<file path="src/design/emawu_pkg.sv">
// Package for the EMA-with-warmup unit: widths, constants, state encoding and
// the command/status structs shared by controller and datapath.
// No dependencies.
package emawu_pkg;

   localparam int DATA_W        = 32;
   localparam int PERIOD_W      = 11;
   localparam int COUNT_W       = 11;
   localparam int SUM_W         = 42;
   localparam int ALPHA_W       = 17;
   localparam int PROD_W        = 50;
   localparam int FRAC_W        = 16;
   localparam int MAX_PERIOD    = 1024;
   localparam int RESET_PERIOD  = 10;
   localparam int ALPHA_NUM     = 131072;
   localparam int RESET_ALPHA   = ALPHA_NUM / (RESET_PERIOD + 1);
   localparam int BITS_PER_STEP = 2;
   localparam int DIV_STEPS     = SUM_W / BITS_PER_STEP;
   localparam int DIV_CNT_W     = $clog2(DIV_STEPS + 1);

   typedef enum logic [3:0] {
      ST_IDLE,
      ST_PREP,
      ST_ALPHA,
      ST_STEP,
      ST_MODE,
      ST_MEAN,
      ST_EMA,
      ST_RESULT
   } state_type;

   typedef struct packed {
      logic load;
      logic div_alpha;
      logic div_mean;
      logic alpha_load;
      logic res_null;
      logic step;
      logic mul;
      logic ema;
      logic mean;
      logic out_load;
   } cmd_type;

   typedef struct packed {
      logic alpha_stale;
      logic is_null;
      logic past_period;
      logic div_done;
      logic out_free;
   } status_type;

endpackage

</file>
<file path="src/design/emawu_div.sv">
// Iterative unsigned divider, two quotient bits per cycle, registered result.
// Shared by the alpha derivation and the warm-up mean. Uses emawu_pkg.
module emawu_div (
   input  logic                          clock,
   input  logic                          reset,
   input  logic                          start,
   input  logic [emawu_pkg::SUM_W-1:0]   dividend,
   input  logic [emawu_pkg::COUNT_W-1:0] divisor,
   output logic [emawu_pkg::SUM_W-1:0]   quotient,
   output logic                          done
);
   import emawu_pkg::*;

   logic                 busy_ff, busy_in;
   logic                 done_ff, done_in;
   logic [DIV_CNT_W-1:0] cnt_ff, cnt_in;
   logic [SUM_W-1:0]     work_ff, work_in;
   logic [COUNT_W-1:0]   rem_ff, rem_in;
   logic [COUNT_W-1:0]   div_ff, div_in;

   always_comb begin
      logic [COUNT_W:0]   trial;
      logic [COUNT_W:0]   diff;
      logic [COUNT_W-1:0] rem_v;
      logic [SUM_W-1:0]   work_v;
      rem_v  = rem_ff;
      work_v = work_ff;
      for (int i = 0; i < BITS_PER_STEP; i++) begin
         trial  = {rem_v, work_v[SUM_W-1]};
         diff   = trial - {1'b0, div_ff};
         work_v = {work_v[SUM_W-2:0], 1'b0};
         if (trial >= {1'b0, div_ff}) begin
            rem_v     = diff[COUNT_W-1:0];
            work_v[0] = 1'b1;
         end else begin
            rem_v = trial[COUNT_W-1:0];
         end
      end

      busy_in = busy_ff;
      done_in = 1'b0;
      cnt_in  = cnt_ff;
      work_in = work_ff;
      rem_in  = rem_ff;
      div_in  = div_ff;
      if (start) begin
         busy_in = 1'b1;
         cnt_in  = DIV_CNT_W'(DIV_STEPS);
         work_in = dividend;
         rem_in  = '0;
         div_in  = divisor;
      end else if (busy_ff) begin
         work_in = work_v;
         rem_in  = rem_v;
         cnt_in  = cnt_ff - 1'b1;
         if (cnt_ff == DIV_CNT_W'(1)) begin
            busy_in = 1'b0;
            done_in = 1'b1;
         end
      end
   end

   always_ff @(posedge clock) begin
      if (reset) begin
         busy_ff <= 1'b0;
         done_ff <= 1'b0;
      end else begin
         busy_ff <= busy_in;
         done_ff <= done_in;
      end
      cnt_ff  <= cnt_in;
      work_ff <= work_in;
      rem_ff  <= rem_in;
      div_ff  <= div_in;
   end

   assign quotient = work_ff;
   assign done     = done_ff;

endmodule

</file>
<file path="src/design/emawu_dpath.sv">
// Datapath: period/alpha registers, group state, EMA multiply, output register.
// Uses emawu_pkg and emawu_div; driven by emawu_ctrl commands.
module emawu_dpath (
   input  logic                           clock,
   input  logic                           reset,
   input  emawu_pkg::cmd_type             cmd,
   output emawu_pkg::status_type          status,
   input  logic signed [emawu_pkg::DATA_W-1:0] req_sample,
   input  logic                           req_sample_null,
   input  logic                           req_new_group,
   input  logic                           csr_we,
   input  logic [emawu_pkg::PERIOD_W-1:0] csr_wdata,
   output logic                           rsp_valid,
   input  logic                           rsp_ready,
   output logic signed [emawu_pkg::DATA_W-1:0] rsp_average,
   output logic                           rsp_result_null
);
   import emawu_pkg::*;

   logic [PERIOD_W-1:0]      period_ff, period_in;
   logic [ALPHA_W-1:0]       alpha_ff, alpha_in;
   logic                     stale_ff, stale_in;
   logic [COUNT_W-1:0]       count_ff, count_in;
   logic signed [SUM_W-1:0]  sum_ff, sum_in;
   logic signed [DATA_W-1:0] smooth_ff, smooth_in;
   logic signed [DATA_W-1:0] x_ff;
   logic                     null_ff;
   logic                     group_ff;
   logic signed [SUM_W-1:0]  sumx_ff, sumx_in;
   logic signed [PROD_W-1:0] prod_ff;
   logic signed [DATA_W-1:0] res_avg_ff, res_avg_in;
   logic                     res_null_ff, res_null_in;
   logic signed [DATA_W-1:0] out_avg_ff;
   logic                     out_null_ff;
   logic                     rsp_valid_ff, rsp_valid_in;

   logic [PERIOD_W-1:0]      period_clamped;
   logic [COUNT_W-1:0]       count_limit;
   logic [COUNT_W-1:0]       count_base;
   logic signed [SUM_W-1:0]  sum_base;
   logic [SUM_W-1:0]         sum_mag;
   logic                     div_start;
   logic [SUM_W-1:0]         div_dividend;
   logic [COUNT_W-1:0]       div_divisor;
   logic [SUM_W-1:0]         div_quot;
   logic                     div_done;
   logic [SUM_W-1:0]         mean_wide;
   logic signed [DATA_W-1:0] mean;
   logic signed [DATA_W:0]   delta;
   logic signed [PROD_W:0]   prod_full;
   logic signed [DATA_W-1:0] ema_next;

   always_comb begin
      if (csr_wdata == '0) begin
         period_clamped = PERIOD_W'(1);
      end else if (csr_wdata > PERIOD_W'(MAX_PERIOD)) begin
         period_clamped = PERIOD_W'(MAX_PERIOD);
      end else begin
         period_clamped = csr_wdata;
      end
   end

   assign count_limit = COUNT_W'(period_ff) + 1'b1;
   assign count_base  = group_ff ? '0 : count_ff;
   assign sum_base    = group_ff ? '0 : sum_ff;
   assign sumx_in     = sum_base + SUM_W'(x_ff);
   assign sum_mag     = sumx_ff[SUM_W-1] ? SUM_W'(-sumx_ff) : SUM_W'(sumx_ff);

   assign div_start    = cmd.div_alpha | cmd.div_mean;
   assign div_dividend = cmd.div_alpha ? SUM_W'(ALPHA_NUM) : sum_mag;
   assign div_divisor  = cmd.div_alpha ? count_limit : count_ff;

   emawu_div u_div (
      .clock    (clock),
      .reset    (reset),
      .start    (div_start),
      .dividend (div_dividend),
      .divisor  (div_divisor),
      .quotient (div_quot),
      .done     (div_done)
   );

   assign mean_wide = sumx_ff[SUM_W-1] ? (~div_quot + 1'b1) : div_quot;
   assign mean      = mean_wide[DATA_W-1:0];

   assign delta     = {x_ff[DATA_W-1], x_ff} - {smooth_ff[DATA_W-1], smooth_ff};
   assign prod_full = $signed({1'b0, alpha_ff}) * delta;
   assign ema_next  = smooth_ff + prod_ff[FRAC_W+DATA_W-1:FRAC_W];

   always_comb begin
      period_in    = period_ff;
      alpha_in     = alpha_ff;
      stale_in     = stale_ff;
      count_in     = count_ff;
      sum_in       = sum_ff;
      smooth_in    = smooth_ff;
      res_avg_in   = res_avg_ff;
      res_null_in  = res_null_ff;
      rsp_valid_in = rsp_valid_ff & ~rsp_ready;
      if (csr_we) begin
         period_in = period_clamped;
         stale_in  = 1'b1;
      end
      if (cmd.alpha_load) begin
         alpha_in = div_quot[ALPHA_W-1:0];
         stale_in = 1'b0;
      end
      if (cmd.step) begin
         count_in = (count_base < count_limit) ? count_base + 1'b1 : count_limit;
         sum_in   = sum_base;
      end
      if (cmd.res_null) begin
         res_avg_in  = '0;
         res_null_in = 1'b1;
      end
      if (cmd.mean) begin
         if (count_ff < COUNT_W'(period_ff)) begin
            sum_in = sumx_ff;
         end else begin
            smooth_in = mean;
         end
         res_avg_in  = mean;
         res_null_in = 1'b0;
      end
      if (cmd.ema) begin
         smooth_in   = ema_next;
         res_avg_in  = ema_next;
         res_null_in = 1'b0;
      end
      if (cmd.out_load) begin
         rsp_valid_in = 1'b1;
      end
   end

   always_ff @(posedge clock) begin
      if (reset) begin
         period_ff    <= PERIOD_W'(RESET_PERIOD);
         alpha_ff     <= ALPHA_W'(RESET_ALPHA);
         stale_ff     <= 1'b0;
         count_ff     <= '0;
         sum_ff       <= '0;
         smooth_ff    <= '0;
         rsp_valid_ff <= 1'b0;
      end else begin
         period_ff    <= period_in;
         alpha_ff     <= alpha_in;
         stale_ff     <= stale_in;
         count_ff     <= count_in;
         sum_ff       <= sum_in;
         smooth_ff    <= smooth_in;
         rsp_valid_ff <= rsp_valid_in;
      end
      if (cmd.load) begin
         x_ff     <= req_sample;
         null_ff  <= req_sample_null;
         group_ff <= req_new_group;
      end
      if (cmd.step) begin
         sumx_ff <= sumx_in;
      end
      if (cmd.mul) begin
         prod_ff <= prod_full[PROD_W-1:0];
      end
      res_avg_ff  <= res_avg_in;
      res_null_ff <= res_null_in;
      if (cmd.out_load) begin
         out_avg_ff  <= res_avg_ff;
         out_null_ff <= res_null_ff;
      end
   end

   assign status.alpha_stale = stale_ff;
   assign status.is_null     = null_ff;
   assign status.past_period = count_ff > COUNT_W'(period_ff);
   assign status.div_done    = div_done;
   assign status.out_free    = ~rsp_valid_ff | rsp_ready;

   assign rsp_valid       = rsp_valid_ff;
   assign rsp_average     = out_avg_ff;
   assign rsp_result_null = out_null_ff;

endmodule

</file>
<file path="src/design/emawu_ctrl.sv">
// Controller state machine: sequences load, alpha refresh, count update,
// mean division or EMA multiply, and the output handoff. Uses emawu_pkg.
module emawu_ctrl (
   input  logic                  clock,
   input  logic                  reset,
   input  logic                  req_valid,
   output logic                  req_ready,
   input  emawu_pkg::status_type status,
   output emawu_pkg::cmd_type    cmd
);
   import emawu_pkg::*;

   state_type state_ff, state_in;

   always_comb begin
      state_in = state_ff;
      case (state_ff)
         ST_IDLE: begin
            if (req_valid) state_in = ST_PREP;
         end
         ST_PREP: begin
            state_in = status.alpha_stale ? ST_ALPHA : ST_STEP;
         end
         ST_ALPHA: begin
            if (status.div_done) state_in = ST_STEP;
         end
         ST_STEP: begin
            state_in = status.is_null ? ST_RESULT : ST_MODE;
         end
         ST_MODE: begin
            state_in = status.past_period ? ST_EMA : ST_MEAN;
         end
         ST_MEAN: begin
            if (status.div_done) state_in = ST_RESULT;
         end
         ST_EMA: begin
            state_in = ST_RESULT;
         end
         ST_RESULT: begin
            if (status.out_free) state_in = ST_IDLE;
         end
         default: begin
            state_in = ST_IDLE;
         end
      endcase
   end

   always_comb begin
      cmd       = '0;
      req_ready = 1'b0;
      case (state_ff)
         ST_IDLE: begin
            req_ready = 1'b1;
            cmd.load  = req_valid;
         end
         ST_PREP: begin
            cmd.div_alpha = status.alpha_stale;
         end
         ST_ALPHA: begin
            cmd.alpha_load = status.div_done;
         end
         ST_STEP: begin
            cmd.res_null = status.is_null;
            cmd.step     = ~status.is_null;
         end
         ST_MODE: begin
            cmd.mul      = status.past_period;
            cmd.div_mean = ~status.past_period;
         end
         ST_MEAN: begin
            cmd.mean = status.div_done;
         end
         ST_EMA: begin
            cmd.ema = 1'b1;
         end
         ST_RESULT: begin
            cmd.out_load = status.out_free;
         end
         default: begin
            cmd = '0;
         end
      endcase
   end

   always_ff @(posedge clock) begin
      if (reset) begin
         state_ff <= ST_IDLE;
      end else begin
         state_ff <= state_in;
      end
   end

   a_done_when_waiting: assert property (@(posedge clock) disable iff (reset)
      status.div_done |-> (state_ff == ST_ALPHA || state_ff == ST_MEAN))
      else $error("divider finished outside a wait state");

   a_result_holds: assert property (@(posedge clock) disable iff (reset)
      (state_ff == ST_RESULT && !status.out_free) |=> state_ff == ST_RESULT)
      else $error("result dropped while output busy");

   a_load_only_idle: assert property (@(posedge clock) disable iff (reset)
      cmd.load |=> state_ff == ST_PREP)
      else $error("item load did not start processing");

   a_single_div_start: assert property (@(posedge clock) disable iff (reset)
      !(cmd.div_alpha && cmd.div_mean))
      else $error("two divider starts at once");

endmodule

</file>
<file path="src/design/ema_with_average_warmup_unit.sv">
// Streaming EMA with warm-up mean over signed Q16.16 samples.
// Input channel req_* (valid/ready): sample, sample_null, new_group.
// Result channel rsp_* (valid/ready): average, result_null, one per item.
// csr_we/csr_wdata write the period N (0 reads as 1, above 1024 as 1024);
// the new alpha is derived on the next item and delays that item's result.
// A warm-up or seeding item gets its mean from a 2-bit-per-cycle divider
// (21 steps), an EMA item uses one registered 17x33 multiply, and a null
// item uses neither. One item is in work at a time; the next is taken once
// the result has been placed in the output register.
// The output register holds a result while rsp_ready is low; the unit
// still finishes the following item and then waits for the register.
// Reset: period 10, alpha 11915, count, sum and smoothed value zero,
// no result pending.
// Uses emawu_pkg, emawu_ctrl, emawu_dpath.
module ema_with_average_warmup_unit (
   input  logic                                clock,
   input  logic                                reset,
   input  logic                                req_valid,
   output logic                                req_ready,
   input  logic signed [emawu_pkg::DATA_W-1:0] req_sample,
   input  logic                                req_sample_null,
   input  logic                                req_new_group,
   output logic                                rsp_valid,
   input  logic                                rsp_ready,
   output logic signed [emawu_pkg::DATA_W-1:0] rsp_average,
   output logic                                rsp_result_null,
   input  logic                                csr_we,
   input  logic [emawu_pkg::PERIOD_W-1:0]      csr_wdata
);
   import emawu_pkg::*;

   cmd_type    cmd;
   status_type status;

   emawu_ctrl u_ctrl (
      .clock     (clock),
      .reset     (reset),
      .req_valid (req_valid),
      .req_ready (req_ready),
      .status    (status),
      .cmd       (cmd)
   );

   emawu_dpath u_dpath (
      .clock           (clock),
      .reset           (reset),
      .cmd             (cmd),
      .status          (status),
      .req_sample      (req_sample),
      .req_sample_null (req_sample_null),
      .req_new_group   (req_new_group),
      .csr_we          (csr_we),
      .csr_wdata       (csr_wdata),
      .rsp_valid       (rsp_valid),
      .rsp_ready       (rsp_ready),
      .rsp_average     (rsp_average),
      .rsp_result_null (rsp_result_null)
   );

endmodule
</file>
<file path="config.mk">
export PLATFORM = sky130hd
export DESIGN_NAME = ema_with_average_warmup_unit
export DESIGN_NICKNAME = d
export VERILOG_FILES = /design/src/design/emawu_pkg.sv /design/src/design/emawu_div.sv /design/src/design/emawu_dpath.sv /design/src/design/emawu_ctrl.sv /design/src/design/ema_with_average_warmup_unit.sv
export SDC_FILE = /design/constraint.sdc
export NUM_CORES = 2
export LEC_CHECK = 0
export BUFFER_PORTS_ARGS = -buffer_cell sky130_fd_sc_hd__buf_2
export CORE_MARGIN = 1.5
export CORE_UTILIZATION = 59
export CTS_CLUSTER_SIZE = 8
export DETAILED_ROUTE_END_ITERATION = 6
export PLACE_DENSITY = 0.88
export REMOVE_ABC_BUFFERS = 1
export SLEW_MARGIN = 20
export SYNTH_ARGS = -nofsm -noshare
export SYNTH_HDL_FRONTEND = slang
export SYNTH_SLANG_ARGS = --single-unit
</file>
<file path="constraint.sdc">
create_clock -name clock -period 8.8 [get_ports clock]
set_clock_uncertainty 0.1 [all_clocks]
set_input_delay 0.44 -clock clock [delete_from_list [all_inputs] [get_ports clock]]
set_output_delay 0.44 -clock clock [all_outputs]
set_load 0.05 [all_outputs]
</file>
---- After elaboration in Yosys (flattened, before gate mapping) ----
Index checks and enable logic that the tools add are counted.
word-level totals
  bits of input ports ..................... 50
  word-level logic and storage cells ...... 119
  flip-flop bits (word level) ............. 380
  output and inout port bits .............. 35
operators by class
  reduce and logical (&&, ||, !) cells .... 10
  add/sub/neg operators ................... 10
  magnitude comparators ................... 6
  multipliers ............................. 1
  bitwise logic cells ..................... 9
  equal/unequal tests ..................... 13
  mux-type cells .......................... 47
operators with widths
  cell                                                    number
  2-to-1 mux 42 bit                                       8
  2-to-1 mux 32 bit                                       7
  2-to-1 mux 11 bit                                       7
  multiplier 18 x 33 -> 48 bit                            1
  adder 42 x 32 -> 42 bit                                 1
  negator 42 bit                                          1
  subtractor 32 x 32 -> 33 bit                            1
  adder 32 x 1 -> 32 bit (second input constant)          1
  adder 32 bit                                            1
  NOT 32 bit                                              1
  one-hot mux 4 bit (8 select lines)                      1
  >= comparator 12 x 11 -> 1 bit                          2
  adder 11 x 1 -> 11 bit (second input constant)          2
  less-than comparator 11 bit                             2
  subtractor 11 bit                                       2
  2-to-1 mux 1 bit                                        17
  == test 4 x 3 -> 1 bit (second input constant)          4
  2-to-1 mux 4 bit                                        4
  greater-than comparator 11 bit                          1
  greater-than comparator 11 bit (second input constant)  1
  logical NOT 11 bit                                      1
  == test 4 x 2 -> 1 bit (second input constant)          2
  2-to-1 mux 2 bit                                        3
  != test 2 x 1 -> 1 bit (second input constant)          3
  14 further kinds                                        22

---- Longest topological paths before layout ----
  depth after elaboration ................. 6
  depth in mapped cells ................... 37
  gate-level depth less buffers ........... 36

---- Modules after synthesis ----
Synthesis repeated with hierarchy kept, for this count alone.
unflattened totals
  cell total of the unflattened synthesis .. 4367
  area total of the unflattened synthesis .. 40770.4 um2
by module, submodules not included
  module       cells an instance  instances  area an instance (um2)  sequential area each (um2)
  emawu_dpath  3977               1          36296.1                 7517.2
  emawu_div    350                1          4155.2                  1951.9
  emawu_ctrl   40                 1          319.1                   60.1

---- Least setup slack after synthesis ----
Ideal clock, no wire load.
  path type ............................... reg2reg
  start point ............................. register u_dpath.x_ff[2]
  end point ............................... register u_dpath.prod_ff[47] (data pin)
  stages on the path, launching flop included .. 36
  arrival ................................. 8.299 ns
  period minus slack after synthesis ...... 8.659 ns
  required time ........................... 8.440 ns
  buffers on the path ..................... 1
  library setup time ...................... 0.260 ns
  setup slack ............................. 0.141 ns
  cells stage by stage .................... edfxtp_1 > ha_1 > nor2b_1 > o31a_1 > o2111a_1 > o31a_1 > o21a_1 > o21a_1 > nor3_1 > nor2_1 > o41ai_1 > xnor2_1 > clkbuf_1 > and2_1 > fa_1 > inv_1 > fa_1 > fa_1 > inv_1 > fa_1 > fa_1 > inv_1 > fa_1 > inv_1 > ha_1 > a21o_1 > a21o_1 > a21oi_1 > o2111ai_1 > a211o_1 > a31oi_1 > o21ai_0 > nand2_1 > o21ai_0 > a31oi_1 > xnor2_1
on the way
  word-level cells in the longest chain between the ends .. 2
ends and longest elaborated chain
  item                          line                text
  start: declaration            emawu_dpath.sv:26   logic signed [DATA_W-1:0] x_ff;
  start signal: assignment      emawu_dpath.sv:154  x_ff <= req_sample;
  subtractor 32 x 32 -> 33 bit  emawu_dpath.sv:86   assign delta = {x_ff[DATA_W-1], x_ff} - {smooth_ff[DATA_W-1], smooth_ff};
  multiplier 18 x 33 -> 48 bit  emawu_dpath.sv:87   assign prod_full = $signed({1'b0, alpha_ff}) * delta;
  via u_dpath.prod_full[47]     emawu_dpath.sv:50   logic signed [PROD_W:0] prod_full;
  end signal: assignment        emawu_dpath.sv:162  prod_ff <= prod_full[PROD_W-1:0];
  end: declaration              emawu_dpath.sv:30   logic signed [PROD_W-1:0] prod_ff;
The timed path passes the listed nets, and every way through them passes these cells.
A chain may end at the register's enable or synchronous reset.

---- Worst setup path after layout ----
  start point ............................. register u_dpath.x_ff[0]
  end point ............................... register u_dpath.prod_ff[41] (data pin)
Same word-level chain as after synthesis.

==> run_results.csv <==
group,metric,value,unit
run_status,status,"finished with violations",
run_status,failed_checks,"setup timing",
synth,synth_flop_cell,"edfxtp_1",
min_path,holdPathStages,3,
synth,syn-instance-count,4394,
floorplanning,rows,95,
synth,synthAdderAreaFrac,34.1,%
clocking,cts.clk_slew.worst_paths,0.05,ns
detailed_routing,routedWlPerCell,20.9,µm
grt,grt_max_degree,87,
layout,drive_above_1_share,9.79,%
sta,setup_slack,-0.118,ns
placement,dp_hpwl,82300,µm
grt,grt_overflow,0,
layout,area_delta_synth_final,11.8,%
synth,synth_top_cell_by_area,"fa_1",
placement,pre_cts_ws,-0.366,ns
synth,ys_seq_area_share,23.7,%
synth,yosys_warnings,0,
sta,finalSetupViolCount,5,
layout,fin_nets,5398,
min_path,hp-class,"in -> reg",
critical_path,critical_path_buf_inv_count,9,
sta,tightest_slew,1.14,ns
min_path,worstHoldStart,"csr_wdata[1]",
synth,yosysUniqueCellTypes,76,
detailed_routing,postRouteAntennaNets,0,
detailed_routing,dr.first_iter.drc_count,3440,
critical_path,worst_path_most_repeated_cell,"fa_1",
synth,syn_area,40200,µm²
layout,final_cell_mix,"732 x inv_1, 511 x fa_1, 469 x nand2_1",
sta,hold_violations,0,
synth,synth-async-reset-ratio,0,%
placement,place.port_buffers,84,
sta,max_slew_margin,23.9,%
clocking,worstSkewPairLatency,0.62,ns
clocking,cts_buffers,51,
critical_path,endpoint_kind,"flop",
detailed_routing,drt_wl_total,115000,µm
floorplanning,die_y,264,µm
layout,fin_area,44900,µm²
synth,muxShareOfSynthArea,0.436,%
synth,synth_compound_area_share,11.3,%
critical_path,worst-r2r-setup-slack,-0.12,ns
sta,rsz0062_at_grt,"yes",
synth,synth_edf_count,226,
critical_path,critPathLaunchType,"flop",
critical_path,critPathTopFamily,"adder cells",
critical_path,critPathMaxFanout,6,
sta,fin_crit_sh,101,%
floorplanning,ios,85,
critical_path,criticalPathCategory,"reg -> reg",
synth,synth_area_leaders,"fa_1 26%, edfxtp_1 17%, ha_1 8.2%",
placement,placed_cell_area,42400,µm²
sta,fmax,112,MHz
critical_path,arrival,9.18,ns
grt,grt_pass1_wl,180000,µm
synth,syn_avg_cell_area,9.14,µm²
synth,synth_xor_area_share,5.02,%
floorplanning,die_x,264,µm
synth,synth_top_family_by_area,"adder cells",
clocking,clockBufferDepth,3,
layout,diodes,0,
synth,ys_ff_latch,363,
critical_path,r2r_cells,39,
grt,first_global_vias,34403,
critical_path,slowest_delay,0.54,ns
clocking,clockRootBuffer,"clkbuf_16",
sta,maxSlewViolCount,0,
synth,yosys.area_share.simple,16.7,%
critical_path,r2r_end,"u_dpath.prod_ff[41]$_DFFE_PP_",
critical_path,worstPathRequired,9.06,ns
grt,track_usage,32.6,%
clocking,clkSinkCount,363,
floorplanning,initial_core_util,59.7,%
detailed_routing,drtPass1Iterations,6,
clocking,h-tree-depth,2,
detailed_routing,vias,33394,
flow_run,max-cap-violations,0,
min_path,whs_endpoint,"u_dpath.period_ff[1]$_SDFFE_PP1P_",
detailed_routing,drc,0,
placement,gp_congestion,0.956,
grt,antenna_found_initial,2,
layout,final_common_cell,"inv_1",
clocking,tritoncts,"yes",
floorplanning,design.core.area,67300,µm²
critical_path,cpMaxStageDelayCell,"fa_1",
critical_path,r2r-start,"u_dpath.x_ff[0]$_DFFE_PP_",
synth,yosysTopAreaCellShare,25.9,%
floorplanning,die_area,69700,µm²
sta,period_needed,8.92,ns
detailed_routing,viasPerCell,6.09,
## state kept, by name, indices dropped and copies added (netlist names), 17 cells and up
register / cells
u_dpath.alpha_ff: 17
u_dpath.rsp_average: 32
u_dpath.sumx_ff: 42
u_dpath.smooth_ff: 32
u_dpath.sum_ff: 42
u_dpath.res_avg_ff: 32
u_dpath.prod_ff: 32
u_dpath.u_div.quotient: 42
u_dpath.x_ff: 32
## cells in the mapped netlist, types with 6 or more instances
master / number
a211o_1: 9
a211oi_1: 37
a21boi_0: 7
a21o_1: 89
a21oi_1: 205
a22oi_1: 6
a31oi_1: 23
and2_1: 263
and3_1: 21
buf_1: 12
clkbuf_1: 171
dfxtp_1: 137
edfxtp_1: 226
fa_1: 519
ha_1: 263
inv_1: 745
mux2i_1: 13
nand2_1: 473
nand2b_1: 31
nand3_1: 130
nand3b_1: 20
nand4_1: 22
nor2_1: 174
nor2b_1: 113
nor3_1: 33
nor4_1: 10
o211ai_1: 11
o21a_1: 38
o21ai_0: 179
o21bai_1: 21
o22ai_1: 6
o311ai_0: 7
o31a_1: 8
o31ai_1: 32
o41ai_1: 9
or2_2: 11
or3_1: 13
or4_1: 10
xnor2_1: 139
xor2_1: 91
## repair_timing
item	4_1_cts	5_1_grt
endpoints found under the setup margin	10	15
setup buffers	7	12
gates resized for setup	27	85
hold buffers	35	0
pin swaps	11	51
hold endpoints to repair	35	0
## worst max-delay path by stage
stage / from / end / slack, ns / depth (start not counted)
floorplan: u_dpath.x_ff[2]$_DFFE_PP_ / u_dpath.prod_ff[47]$_DFFE_PP_ / 0.18 / 34
finish: u_dpath.x_ff[0]$_DFFE_PP_ / u_dpath.prod_ff[41]$_DFFE_PP_ / -0.12 / 39
global placement: u_dpath.x_ff[0]$_DFFE_PP_ / u_dpath.prod_ff[44]$_DFFE_PP_ / -0.14 / 36
global route: u_dpath.x_ff[0]$_DFFE_PP_ / u_dpath.prod_ff[38]$_DFFE_PP_ / -0.37 / 37
CTS: u_dpath.x_ff[0]$_DFFE_PP_ / u_dpath.prod_ff[44]$_DFFE_PP_ / 0.01 / 40
detailed placement: u_dpath.x_ff[1]$_DFFE_PP_ / u_dpath.prod_ff[47]$_DFFE_PP_ / -0.37 / 38
## worst register-to-register path: cells and delay by family (launching register included)
kind            cells  cell delay (ns)
compound gates     12             2.53
fa+ha+maj           9             3.55
simple gates        7             0.88
xor+xnor            2             0.27
buf+inv             9             0.97
flops               1             0.39
## kinds of logic (layout without fill, tap and decap cells)
group           after synthesis  after routing
xor+xnor                    230            230
simple gates               1347           1347
fa+ha+maj                   783            783
compound gates              725            725
mux                          17             17
buf+inv                     929           1144
flops                       363            363
## routing by layer
metal  global-route usage (%)  up-vias  share of wire, %  wire, µm
met5                        0        -             0.011        13
met4                     17.2        2               6.2      7100
met3                     5.88      509                10     12000
met2                     54.5     1977                47     54500
met1                     40.4    16371                36     41200
li1                         -    14535                 -         -
## area by class of cell
| type | instances | area [µm²] |
|---|---|---|
| timing repair buffer | 302 | 2370 |
| inverter | 746 | 2800 |
| clock inverter | 4 | 57.6 |
| clock buffer | 92 | 1430 |
| sequential | 363 | 9540 |
| tap | 873 | 1090 |
| multi-input combinational | 3102 | 27600 |
| fill | 4786 | 22400 |
## per-stage QoR
| step | TNS [ns] | hold WS [ns] | utilization [%] | cells |
|---|---|---|---|---|
| finish | -0.354 | 0.0132 | 66.8 | 5482 |
| global route | -2.94 | 0.0117 | 66.8 | 5482 |
| CTS | 0 | 0.00106 | 66.1 | 5471 |
| detailed placement | -2.57 | 0.305 | 63.1 | 5333 |
| global placement | -0.617 | 0.301 | 63.0 | 5332 |
| floorplan | 0 | 0.300 | - | 4211 |
Power is left out: the tool's default activity adds up to more than one toggle a clock period on the data nets, which glitch-free logic cannot reach.
